--- config.mk ---
export PLATFORM = sky130hd
export DESIGN_NAME = state_blob_header_validator_core
export DESIGN_NICKNAME = d
export VERILOG_FILES = /design/src/design/sbhv_pkg.sv /design/src/design/sbhv_parse.sv /design/src/design/state_blob_header_validator_core.sv
export SDC_FILE = /design/constraint.sdc
export NUM_CORES = 1
export LEC_CHECK = 0
export ABC_AREA = 1
export BUFFER_PORTS_ARGS = -buffer_cell sky130_fd_sc_hd__buf_2
export CORE_MARGIN = 5
export CORE_UTILIZATION = 36
export DETAILED_ROUTE_END_ITERATION = 6
export GPL_TIMING_DRIVEN = 0
export PLACE_DENSITY = 0.49
export SYNTH_ARGS = -nofsm -noshare
export SYNTH_HDL_FRONTEND = slang
export SYNTH_SLANG_ARGS = --single-unit
--- constraint.sdc ---
create_clock -name clk_i -period 3.1 [get_ports clk_i]
set_clock_uncertainty 0.05 [all_clocks]
set_input_delay 0.31 -clock clk_i [delete_from_list [all_inputs] [get_ports clk_i]]
set_output_delay 0.31 -clock clk_i [all_outputs]
set_load 0.05 [all_outputs]
--- src/design/sbhv_pkg.sv ---
// Shared types, constants and the CRC-32 byte step for the state blob header validator.
`timescale 1ns / 1ps

package sbhv_pkg;

  localparam int unsigned POS_W             = 28;
  localparam int unsigned MAX_SECTION_BYTES = 64 * 1024 * 1024;

  // Header layout, byte offsets from the start of the blob
  localparam int unsigned OFF_VER   = 8;
  localparam int unsigned OFF_CLS   = 12;
  localparam int unsigned OFF_LEN1  = 28;
  localparam int unsigned OFF_LEN2  = 36;
  localparam int unsigned OFF_CHK   = 44;
  localparam int unsigned HDR_BYTES = 48;

  localparam logic [31:0] VERSION_OK = 32'd1;
  localparam logic [31:0] CRC_INIT   = 32'hFFFF_FFFF;
  localparam logic [31:0] CRC_POLY   = 32'hEDB8_8320;

  localparam logic [7:0] MAGIC [8] = '{8'h4D, 8'h56, 8'h4D, 8'h53, 8'h56, 8'h53, 8'h54, 8'h33};

  typedef logic [POS_W-1:0] pos_t;

  typedef enum logic [2:0] {
    KIND_MAGIC   = 3'd0,
    KIND_HDR_NUM = 3'd1,
    KIND_CLASS   = 3'd2,
    KIND_SECT1   = 3'd3,
    KIND_SECT2   = 3'd4
  } kind_e;

  typedef enum logic [2:0] {
    ST_OK        = 3'd0,
    ST_BAD_HDR   = 3'd1,
    ST_BAD_VER   = 3'd2,
    ST_BAD_LEN   = 3'd3,
    ST_CRC_ERR   = 3'd4
  } status_e;

  typedef struct packed {
    logic [7:0] data;
    kind_e      kind;
    logic       done;
    status_e    status;
  } res_t;

  // Reflected CRC-32, one byte
  function automatic logic [31:0] crc32_byte(input logic [31:0] crc, input logic [7:0] b);
    logic [31:0] c;
    c = crc ^ {24'b0, b};
    for (int k = 0; k < 8; k++) begin
      c = (c >> 1) ^ (CRC_POLY & {32{c[0]}});
    end
    return c;
  endfunction

endpackage

--- src/design/sbhv_parse.sv ---
// Header field capture, byte tagging, payload CRC and final status for one blob.
`timescale 1ns / 1ps

module sbhv_parse #(
  parameter int unsigned MaxSectionBytes = sbhv_pkg::MAX_SECTION_BYTES
) (
  input  logic             clk_i,
  input  logic             rst_ni,
  input  logic             adv_i,
  input  logic [7:0]       data_i,
  input  logic             last_i,
  output sbhv_pkg::res_t   res_o
);

  localparam logic [63:0] MaxLen = 64'(MaxSectionBytes);
  localparam int unsigned CntW   = sbhv_pkg::POS_W + 1;

  sbhv_pkg::pos_t pos_q;
  logic           magic_ok_q;
  logic [31:0]    version_q;
  logic [63:0]    len1_q, len2_q;
  logic [31:0]    exp_chk_q, exp_chk_d;
  logic [31:0]    crc_q, crc_d;

  logic           saturated;
  logic           in_magic, in_ver, in_cls, in_len1, in_len2, in_chk, in_pay;
  logic [2:0]     lane8;
  logic [1:0]     lane4;
  sbhv_pkg::pos_t pay_off;
  logic [CntW-1:0] count;
  logic [63:0]    len_sum;
  logic [63:0]    pay_len;
  sbhv_pkg::kind_e   kind;
  sbhv_pkg::status_e status;

  assign saturated = &pos_q;
  assign in_magic  = pos_q < sbhv_pkg::POS_W'(sbhv_pkg::OFF_VER);
  assign in_ver    = !in_magic && pos_q < sbhv_pkg::POS_W'(sbhv_pkg::OFF_CLS);
  assign in_cls    = pos_q >= sbhv_pkg::POS_W'(sbhv_pkg::OFF_CLS)
                  && pos_q < sbhv_pkg::POS_W'(sbhv_pkg::OFF_LEN1);
  assign in_len1   = pos_q >= sbhv_pkg::POS_W'(sbhv_pkg::OFF_LEN1)
                  && pos_q < sbhv_pkg::POS_W'(sbhv_pkg::OFF_LEN2);
  assign in_len2   = pos_q >= sbhv_pkg::POS_W'(sbhv_pkg::OFF_LEN2)
                  && pos_q < sbhv_pkg::POS_W'(sbhv_pkg::OFF_CHK);
  assign in_chk    = pos_q >= sbhv_pkg::POS_W'(sbhv_pkg::OFF_CHK)
                  && pos_q < sbhv_pkg::POS_W'(sbhv_pkg::HDR_BYTES);
  assign in_pay    = pos_q >= sbhv_pkg::POS_W'(sbhv_pkg::HDR_BYTES);

  // Lane of the current byte inside its little-endian field
  assign lane8 = 3'(pos_q[2:0] - 3'(sbhv_pkg::OFF_LEN1));
  assign lane4 = 2'(pos_q[1:0] - 2'(sbhv_pkg::OFF_CHK));

  assign pay_off = pos_q - sbhv_pkg::POS_W'(sbhv_pkg::HDR_BYTES);

  // The last header byte and the last payload byte count in the final check
  always_comb begin
    exp_chk_d = exp_chk_q;
    if (in_chk) exp_chk_d[8*lane4 +: 8] = data_i;
  end
  assign crc_d = in_pay ? sbhv_pkg::crc32_byte(crc_q, data_i) : crc_q;

  always_comb begin
    kind = sbhv_pkg::KIND_HDR_NUM;
    if (in_magic)    kind = sbhv_pkg::KIND_MAGIC;
    else if (in_cls) kind = sbhv_pkg::KIND_CLASS;
    else if (in_pay) kind = ({36'b0, pay_off} < len1_q) ? sbhv_pkg::KIND_SECT1
                                                         : sbhv_pkg::KIND_SECT2;
  end

  assign count   = {1'b0, pos_q} + CntW'(1);
  assign len_sum = len1_q + len2_q;
  assign pay_len = 64'(count - CntW'(sbhv_pkg::HDR_BYTES));

  always_comb begin
    status = sbhv_pkg::ST_OK;
    if (count < CntW'(sbhv_pkg::HDR_BYTES) || !magic_ok_q) begin
      status = sbhv_pkg::ST_BAD_HDR;
    end else if (version_q != sbhv_pkg::VERSION_OK) begin
      status = sbhv_pkg::ST_BAD_VER;
    end else if (saturated || len1_q > MaxLen || len2_q > MaxLen || len_sum != pay_len) begin
      status = sbhv_pkg::ST_BAD_LEN;
    end else if (~crc_d != exp_chk_d) begin
      status = sbhv_pkg::ST_CRC_ERR;
    end
    if (!last_i) status = sbhv_pkg::ST_OK;
  end

  assign res_o = '{data: data_i, kind: kind, done: last_i, status: status};

  always_ff @(posedge clk_i or negedge rst_ni) begin
    if (!rst_ni) begin
      pos_q      <= '0;
      magic_ok_q <= 1'b1;
      version_q  <= '0;
      len1_q     <= '0;
      len2_q     <= '0;
      exp_chk_q  <= '0;
      crc_q      <= sbhv_pkg::CRC_INIT;
    end else if (adv_i) begin
      if (last_i) begin
        // back to the start of a new blob
        pos_q      <= '0;
        magic_ok_q <= 1'b1;
        version_q  <= '0;
        len1_q     <= '0;
        len2_q     <= '0;
        exp_chk_q  <= '0;
        crc_q      <= sbhv_pkg::CRC_INIT;
      end else begin
        if (!saturated) pos_q <= pos_q + sbhv_pkg::POS_W'(1);
        if (in_magic && data_i != sbhv_pkg::MAGIC[pos_q[2:0]]) magic_ok_q <= 1'b0;
        if (in_ver)  version_q[8*pos_q[1:0] +: 8] <= data_i;
        if (in_len1) len1_q[8*lane8 +: 8] <= data_i;
        if (in_len2) len2_q[8*lane8 +: 8] <= data_i;
        exp_chk_q <= exp_chk_d;
        crc_q     <= crc_d;
      end
    end
  end

endmodule

--- src/design/state_blob_header_validator_core.sv ---
// Top level of the state blob header validator: request handshakes and result register.
`timescale 1ns / 1ps

// Takes one blob byte per request and returns one result per byte: the byte, its kind
// (magic, header number, class id, first or second section) and, on the byte flagged
// last, the blob status. Throughput is one byte per cycle; a result appears in the
// output register the cycle after its request is taken. The single output register
// sets the rate: input is stalled only while a held result is itself stalled.
// After the last byte the block is back at the start of a new blob at once.
module state_blob_header_validator_core #(
  parameter int unsigned MaxSectionBytes = sbhv_pkg::MAX_SECTION_BYTES
) (
  input  logic       clk_i,
  input  logic       rst_ni,
  input  logic       in_valid_i,
  output logic       in_stall_o,
  input  logic [7:0] data_byte_i,
  input  logic       last_byte_i,
  output logic       out_valid_o,
  input  logic       out_stall_i,
  output logic [7:0] out_byte_o,
  output logic [2:0] byte_kind_o,
  output logic       done_res_o,
  output logic [2:0] status_o
);

  logic           accept;
  logic           out_valid_q;
  sbhv_pkg::res_t res_d, res_q;

  assign in_stall_o = out_valid_q && out_stall_i;
  assign accept     = in_valid_i && !in_stall_o;

  sbhv_parse #(
    .MaxSectionBytes(MaxSectionBytes)
  ) u_parse (
    .clk_i  (clk_i),
    .rst_ni (rst_ni),
    .adv_i  (accept),
    .data_i (data_byte_i),
    .last_i (last_byte_i),
    .res_o  (res_d)
  );

  always_ff @(posedge clk_i or negedge rst_ni) begin
    if (!rst_ni) begin
      out_valid_q <= 1'b0;
    end else if (accept) begin
      out_valid_q <= 1'b1;
    end else if (!out_stall_i) begin
      out_valid_q <= 1'b0;
    end
  end

  always_ff @(posedge clk_i) begin
    if (accept) res_q <= res_d;
  end

  assign out_valid_o = out_valid_q;
  assign out_byte_o  = res_q.data;
  assign byte_kind_o = res_q.kind;
  assign done_res_o  = res_q.done;
  assign status_o    = res_q.status;

endmodule

# After elaboration in Yosys (flattened, before gate mapping)
# Memories as Yosys holds them, arrays and structs flattened.
# Index checks and enable logic that the tools add are counted.
[op_classes]
addsub = 8
magnitude_cmp = 16
eq_ne = 6
n_shift = 4
mux = 29
bitwise = 13
reduce_logical = 29
[ops]
columns = ["operator", "n"]
rows = [
  ["$mux W64", 4],
  ["$xor A31 B32 Y32", 8],
  ["$mux W32", 6],
  ["$bwmux W64", 2],
  ["$gt A64 B27 Y1 const B", 2],
  ["$ge A28 B6 Y1 const B", 3],
  ["$lt A28 B6 Y1 const B", 3],
  ["$add A64 B64 Y64", 1],
  ["$bwmux W32", 2],
  ["$lt A28 B64 Y1", 1],
  ["$ne A64 B64 Y1", 1],
  ["$shift A8 B34 Y64 const A", 1],
  ["$shiftx A8 B34 Y64", 1],
  ["$lt A28 B4 Y1 const B", 2],
  ["$mux W28", 2],
  ["$neg A5 Y34", 1],
  ["$neg A6 Y34", 1],
  ["$shift A8 B34 Y32 const A", 1],
  ["$shiftx A8 B34 Y32", 1],
  ["$ne A32 B1 Y1 const B", 1],
  ["$ne A32 B32 Y1", 1],
  ["$not A32 Y32", 1],
  ["$xor A32 B8 Y32", 1],
  ["$sub A29 B6 Y30 const B", 1],
  ["other kinds (27)", 57],
]
[totals]
regBits = 269
romBits = 64
inputBits = 13
out_inout_bits = 17
elab_cells = 122
memories = 1
[memory_table]
columns = ["name", "words", "word_bits", "read_ports", "rd_clocked_by_memory_dff", "write_ports", "line", "source"]
rows = [
  ["(name not given)", 8, 8, 1, 0, 0, "sbhv_parse.sv:111", "if (in_magic && data_i != sbhv_pkg::MAGIC[pos_q[2:0]]) magic_ok_q <= 1'b0;"],
]

# Logic depth before layout (Yosys ltp)
[logic_depth]
depth_word = 16
depth_mapped = 25
mapped_depth_nobuf = 25

# Hierarchy
# From an unflattened synthesis, not the netlist that was laid out.
[hier_totals]
cells_unflattened = 3609
hier_area_um2 = 23187.2
[by_module_without_submodules]
columns = ["module", "n_inst", "cells_each", "area_per_inst_um2", "seq_area_each_um2"]
rows = [
  ["sbhv_parse", 1, 3588, 22691.8, 6372.4],
  ["state_blob_header_validator_core", 1, 21, 495.5, 475.5],
]

# Least setup slack after synthesis
# OpenSTA, ideal clock, no wires.
[synth_timing]
path_type = "reg-to-reg"
start = "reg u_parse.pos_q[0]"
end = "reg res_q (netlist bit status_o[1]) (data pin)"
setup_time_ps = 249
arrival_time_ps = 2876
t_required_ps = 2801
path_slack_ps = -76
stages_incl_launch_ff = 21
path_buffers = 0
period_less_slack_ps = 3176
cell_sequence = "dfrtp_1 -> ha_1 -> nand3_2 -> nand2_1 -> nand2_1 -> ha_1 -> nor2_1 -> nand3_1 -> nor2_2 -> nand3_2 -> nor2_2 -> nand3_1 -> nand3b_1 -> nand2_1 -> clkinv_1 -> nand2_1 -> nor2_1 -> nand3_1 -> nand3b_4 -> nand2_1 -> inv_1"
[synth_via]
elab_chain_cells = 6
word_cells_on_any_way = 12
cone_classes = "2 x add/sub; 1 x order compare; 1 x eq/ne; 2 x mux; 6 x reduce/logical"
[synth_lines]
columns = ["item", "line", "source"]
rows = [
  ["from (decl)", "sbhv_parse.sv:18", "sbhv_pkg::pos_t pos_q;"],
  ["from (signal assigned)", "sbhv_parse.sv:110", "if (!saturated) pos_q <= pos_q + sbhv_pkg::POS_W'(1);"],
  ["$add A28 B1 Y29 / $reduce_and A28 Y1 (equally long branches)", "sbhv_parse.sv:70, sbhv_parse.sv:36", ""],
  ["$sub A29 B6 Y30 / $logic_or A1 B1 Y1 (equally long branches)", "sbhv_parse.sv:72, sbhv_parse.sv:80", ""],
  ["$ne A64 B64 Y1 / $logic_or A1 B1 Y1 (equally long branches)", "sbhv_parse.sv:80", "end else if (saturated || len1_q > MaxLen || len2_q > MaxLen || len_sum != pay_len) begin"],
  ["$logic_or A1 B1 Y1", "sbhv_parse.sv:80", ""],
  ["$mux W2", "sbhv_parse.sv:80", ""],
  ["$mux W2", "sbhv_parse.sv:78", "end else if (version_q != sbhv_pkg::VERSION_OK) begin"],
  ["to (signal assigned)", "state_blob_header_validator_core.sv:56", "if (accept) res_q <= res_d;"],
  ["to (decl)", "state_blob_header_validator_core.sv:29", "sbhv_pkg::res_t res_d, res_q;"],
]
# Several ways; a longest one is shown, not always the timed one.
# A chain may end at the register's enable or synchronous reset.

# Worst setup path after layout
[layout_timing]
start = "reg u_parse.pos_q[0]"
end = "reg res_q (netlist bit status_o[0]) (data pin)"
[layout_via]
elab_chain_cells = 7
word_cells_on_any_way = 12
cone_classes = "2 x add/sub; 1 x order compare; 1 x eq/ne; 3 x mux; 5 x reduce/logical"
[layout_lines]
columns = ["item", "line", "source"]
rows = [
  ["$add A28 B1 Y29 / $reduce_and A28 Y1 (equally long branches)", "sbhv_parse.sv:70, sbhv_parse.sv:36", ""],
  ["$sub A29 B6 Y30 / $logic_or A1 B1 Y1 (equally long branches)", "sbhv_parse.sv:72, sbhv_parse.sv:80", ""],
  ["$ne A64 B64 Y1 / $logic_or A1 B1 Y1 (equally long branches)", "sbhv_parse.sv:80", ""],
  ["$logic_or A1 B1 Y1", "sbhv_parse.sv:80", ""],
  ["$mux W2", "sbhv_parse.sv:80", ""],
  ["$mux W2", "sbhv_parse.sv:78", ""],
  ["$mux W1 (*)", "sbhv_parse.sv:76", "if (count < CntW'(sbhv_pkg::HDR_BYTES) || !magic_ok_q) begin"],
]
# Every way passes the cells marked *; elsewhere a longest branch is shown, timed or not.

==> key figures <==
Outcome
  • Status: complete, but fails checks
  • Failing checks: setup timing

Global routing
  • First-pass GRT wire length: 137.4 mm
  • Largest net degree at the start of global routing: 105
  • All-Layer GR Usage: 26.25%
  • Remaining Overflow, GRT: 0
  • Initial antenna violation count: 0
  • Vias in the first global route: 22,750

Floorplan
  • Die X: 261.8 um
  • # IOs: 30
  • Starting density of the core: 36.26%
  • DIE HEIGHT: 261.8 um
  • Core ar.: 62,970 um^2
  • Row count: 92
  • Die area: 68,550 um^2

Clock tree
  • CTS clk-pin slew, worst paths: 0.06 ns
  • Clock Latency Late Sink: 0.57 ns
  • CTS tree: yes
  • CTS Buf Count: 34
  • Root Driver: clkbuf_16
  • Clock buffer depth: 3
  • Clk sinks: 269
  • H-tree depth: 2

Synthesis
  • Syn avg cell area: 6.246 um^2
  • Seq cells post-synth: 269
  • Mux share of post-synthesis cell area: 0%
  • Warnings, synthesis: 0
  • XOR/XNOR Fraction of Synth Area: 4.746%
  • Synth Area in Compound Gates: 11.85%
  • Post-synthesis cell type count: 55
  • Simple-gate share of the synthesized area: 36.41%
  • Sequential share of the synthesized area: 30.00%
  • Adder-cell area share of the yosys netlist: 5.842%
  • Main combinational cell family by area after synthesis: simple AND/OR/NAND/NOR gates
  • Post-synth top flop: dfrtp_1
  • Mapped Area: 22,830 um^2
  • Ys async rst share: 94.42%
  • Synth Net Count: 3,774
  • Number of synthesized flops with an enable pin: 15
  • Post-synthesis cell count: 3,655

Critical path
  • Critical Path AT: 3.96 ns
  • RR Startpoint: u_parse.pos_q[0]
  • Worst reg-to-reg path cell count: 22
  • Required @ worst endpoint: 3.33 ns
  • CP Class: reg2reg
  • Reg2reg setup slack: -0.63 ns
  • Startpoint type of the worst setup path: register
  • Worst Setup End Kind: register
  • CP Max Fanout: 6
  • R2r endpoint: status_o[0]

STA
  • Fmax: 268.3 MHz
  • Final-report hold violation count: 0
  • Slew @ Worst Pin: 1.273 ns
  • Max-slew headroom: 14.81%
  • RSZ-0062 raised after global routing: true
  • Setup violators final: 6
  • Crit share post-route: 120.2%
  • Final Critical Period: 3.727 ns
  • Final worst slack: -0.6267 ns
  • Final worst hold slack: 0.07298 ns
  • Max-slew violation count: 0

Power and ir drop
  • PwrDens: 387.0 nW/um^2
  • Worst VDD drop: 0.4023 mV
  • P_leak: 13.45 nW

Detailed routing
  • Vias per cell: 5.098
  • Remaining DRCs: 0
  • DRT iter0 DRCs: 1,860
  • Total Wirelength: 91.66 mm
  • DR pass1 iterations: 6
  • DR WL/cell: 19.75 um
  • Vias: 23,660
  • Remaining antenna violation count: 0

Placement
  • DP Wirelength: 73.95 mm
  • DP Area: 24,110 um^2
  • Number of port buffers: 29
  • Routability cong.: 0.9296

Min path
  • Hold Crit Class: in2reg
  • Hold depth: 1
  • Hold wc startpoint: data_byte_i[2]
  • Hold endpoint: out_byte_o[2]

Cells and area
  • Fill cells: 6,851
  • Antenna cells: 0
  • Most common cell after layout, fill and taps aside: nand2_1
  • Layout cells sized above 1: 11.57%
  • # nets final: 3,889
  • Final instance area: 26,760 um^2
  • Commonest cells after routing, fill and taps aside: nand2_1 (1,119), inv_1 (577), nor2_1 (361), nand3_1 (239), dfrtp_1 (213)
  • Area Overhead vs Synth: 17.20%

Job
  • Max_cap viols: 0
-- cells by family after synthesis --
kind of cell	after synthesis
AND/OR/NAND/NOR	1996
buffers and inverters	670
AO/OA/AOI/OAI	492
flip-flops	269
XOR/XNOR	122
adder cells (fa/ha/maj)	106
-- per-stage QoR --
step           setup TNS [ns]  instances  utilization [%]  total power, mW  setup WS (ns)
6_report               -2.419       4641            42.49            10.35        -0.6267
5_1_grt                -3.716       4641            42.49            10.78        -0.8235
4_1_cts                -2.147       4623            41.45            10.34        -0.6185
3_5_place_dp          -119.64       4532            38.29            5.949         -1.435
3_3_place_gp          -961.30       4530            38.18            5.951         -3.988
2_1_floorplan               0       3655                -            5.138       0.009263
-- state kept, by name, summed over array words and instances (netlist names) --
signal	count
byte_kind_o	3
out_byte_o	8
u_parse.magic_ok_q	1
u_parse.version_q	32
u_parse.len2_q	64
status_o	3
u_parse.exp_chk_q	32
u_parse.crc_q	32
done_res_o	1
out_valid_o	1
u_parse.len1_q	64
u_parse.pos_q	28
-- power by group --
part	internal, mW	total (mW)	switching [mW]	leakage (nW)
clock	2.55	4.26	1.71	0.574
sequential	3.70	3.82	0.126	3.55
combinational	0.658	2.28	1.62	9.32
total	6.90	10.4	3.45	13.4
-- synthesized netlist by cell type, drive strengths merged, types with 4 or more instances --
master	n	area share [%]
clkbuf	49	0.81
xor2	85	3.3
edfxtp	15	2.0
o21ai	221	4.9
inv	597	9.8
dfrtp	221	24
o22ai	110	3.0
nand3b	34	1.2
a22oi	4	0.13
xnor2	37	1.5
nor4	8	0.25
nor2	429	7.5
ha	105	5.8
or2	7	0.19
o21bai	15	0.49
buf	17	0.41
clkinv	7	0.12
o211ai	4	0.13
and2	6	0.16
nand3	274	6.1
a21oi	125	2.7
nand2	1169	19
nor3	36	0.79
nand4	32	0.88
dfstp	33	3.8
-- metal layers --
layer / routed length (um) / track usage (%)
met3: 4348 / 3.199
met2: 42280 / 44.03
met1: 41980 / 35.63
met4: 3055 / 7.912
met5: 0 / 0
-- critical path, cell delays in order, from the launching register on --
cell and delay, ns:
dfrtp_2 0.50, ha_4 0.25, buf_4 0.14, nand3_4 0.09
nor2_4 0.21, nand3_1 0.10, nand2_1 0.08, nand2_2 0.09
buf_12 0.14, nor2_1 0.21, nand2_1 0.14, nor2_4 0.20
nand2_1 0.09, nand2_1 0.08, nand2_1 0.05, nand2_1 0.06
nand2_1 0.05, nor2_1 0.09, nand2_1 0.07, nor2_2 0.15
nand4_1 0.33, nand2_1 0.17, a21oi_2 0.09
-- cell type report --
cell class	instances	area, um^2	area share [%]
Inverter	604	2293	8.571
Clock inverter	18	237.7	0.8885
Buffer	66	337.8	1.263
Multi-Input combinational cell	2716	14450	54.00
Timing Repair Buffer	79	598.1	2.235
Tap cell	846	1059	3.956
Clock buffer	43	925.9	3.460
Sequential cell	269	6858	25.63
-- worst max path at each step --
stage                                 from                to  slack, ns
after CTS                 u_parse.pos_q[1]       status_o[0]      -0.62
after floorplan           u_parse.pos_q[2]       status_o[1]      0.009
final                     u_parse.pos_q[0]       status_o[0]      -0.63
after detailed placement  u_parse.pos_q[1]       status_o[0]      -1.44
after global routing      u_parse.pos_q[0]       status_o[0]      -0.82
after global placement              rst_ni  u_parse.pos_q[0]      -3.99
-- what timing repair did --
action	4_1_cts	5_1_grt
buffers inserted	27	18
gates cloned	0	0
pin swaps	31	49
gates resized for setup	174	140
hold endpoints to repair	79	0
endpoints found under the setup margin	231	186
hold buffers	3	0
Note: power is estimated with default switching activity, not from simulation.
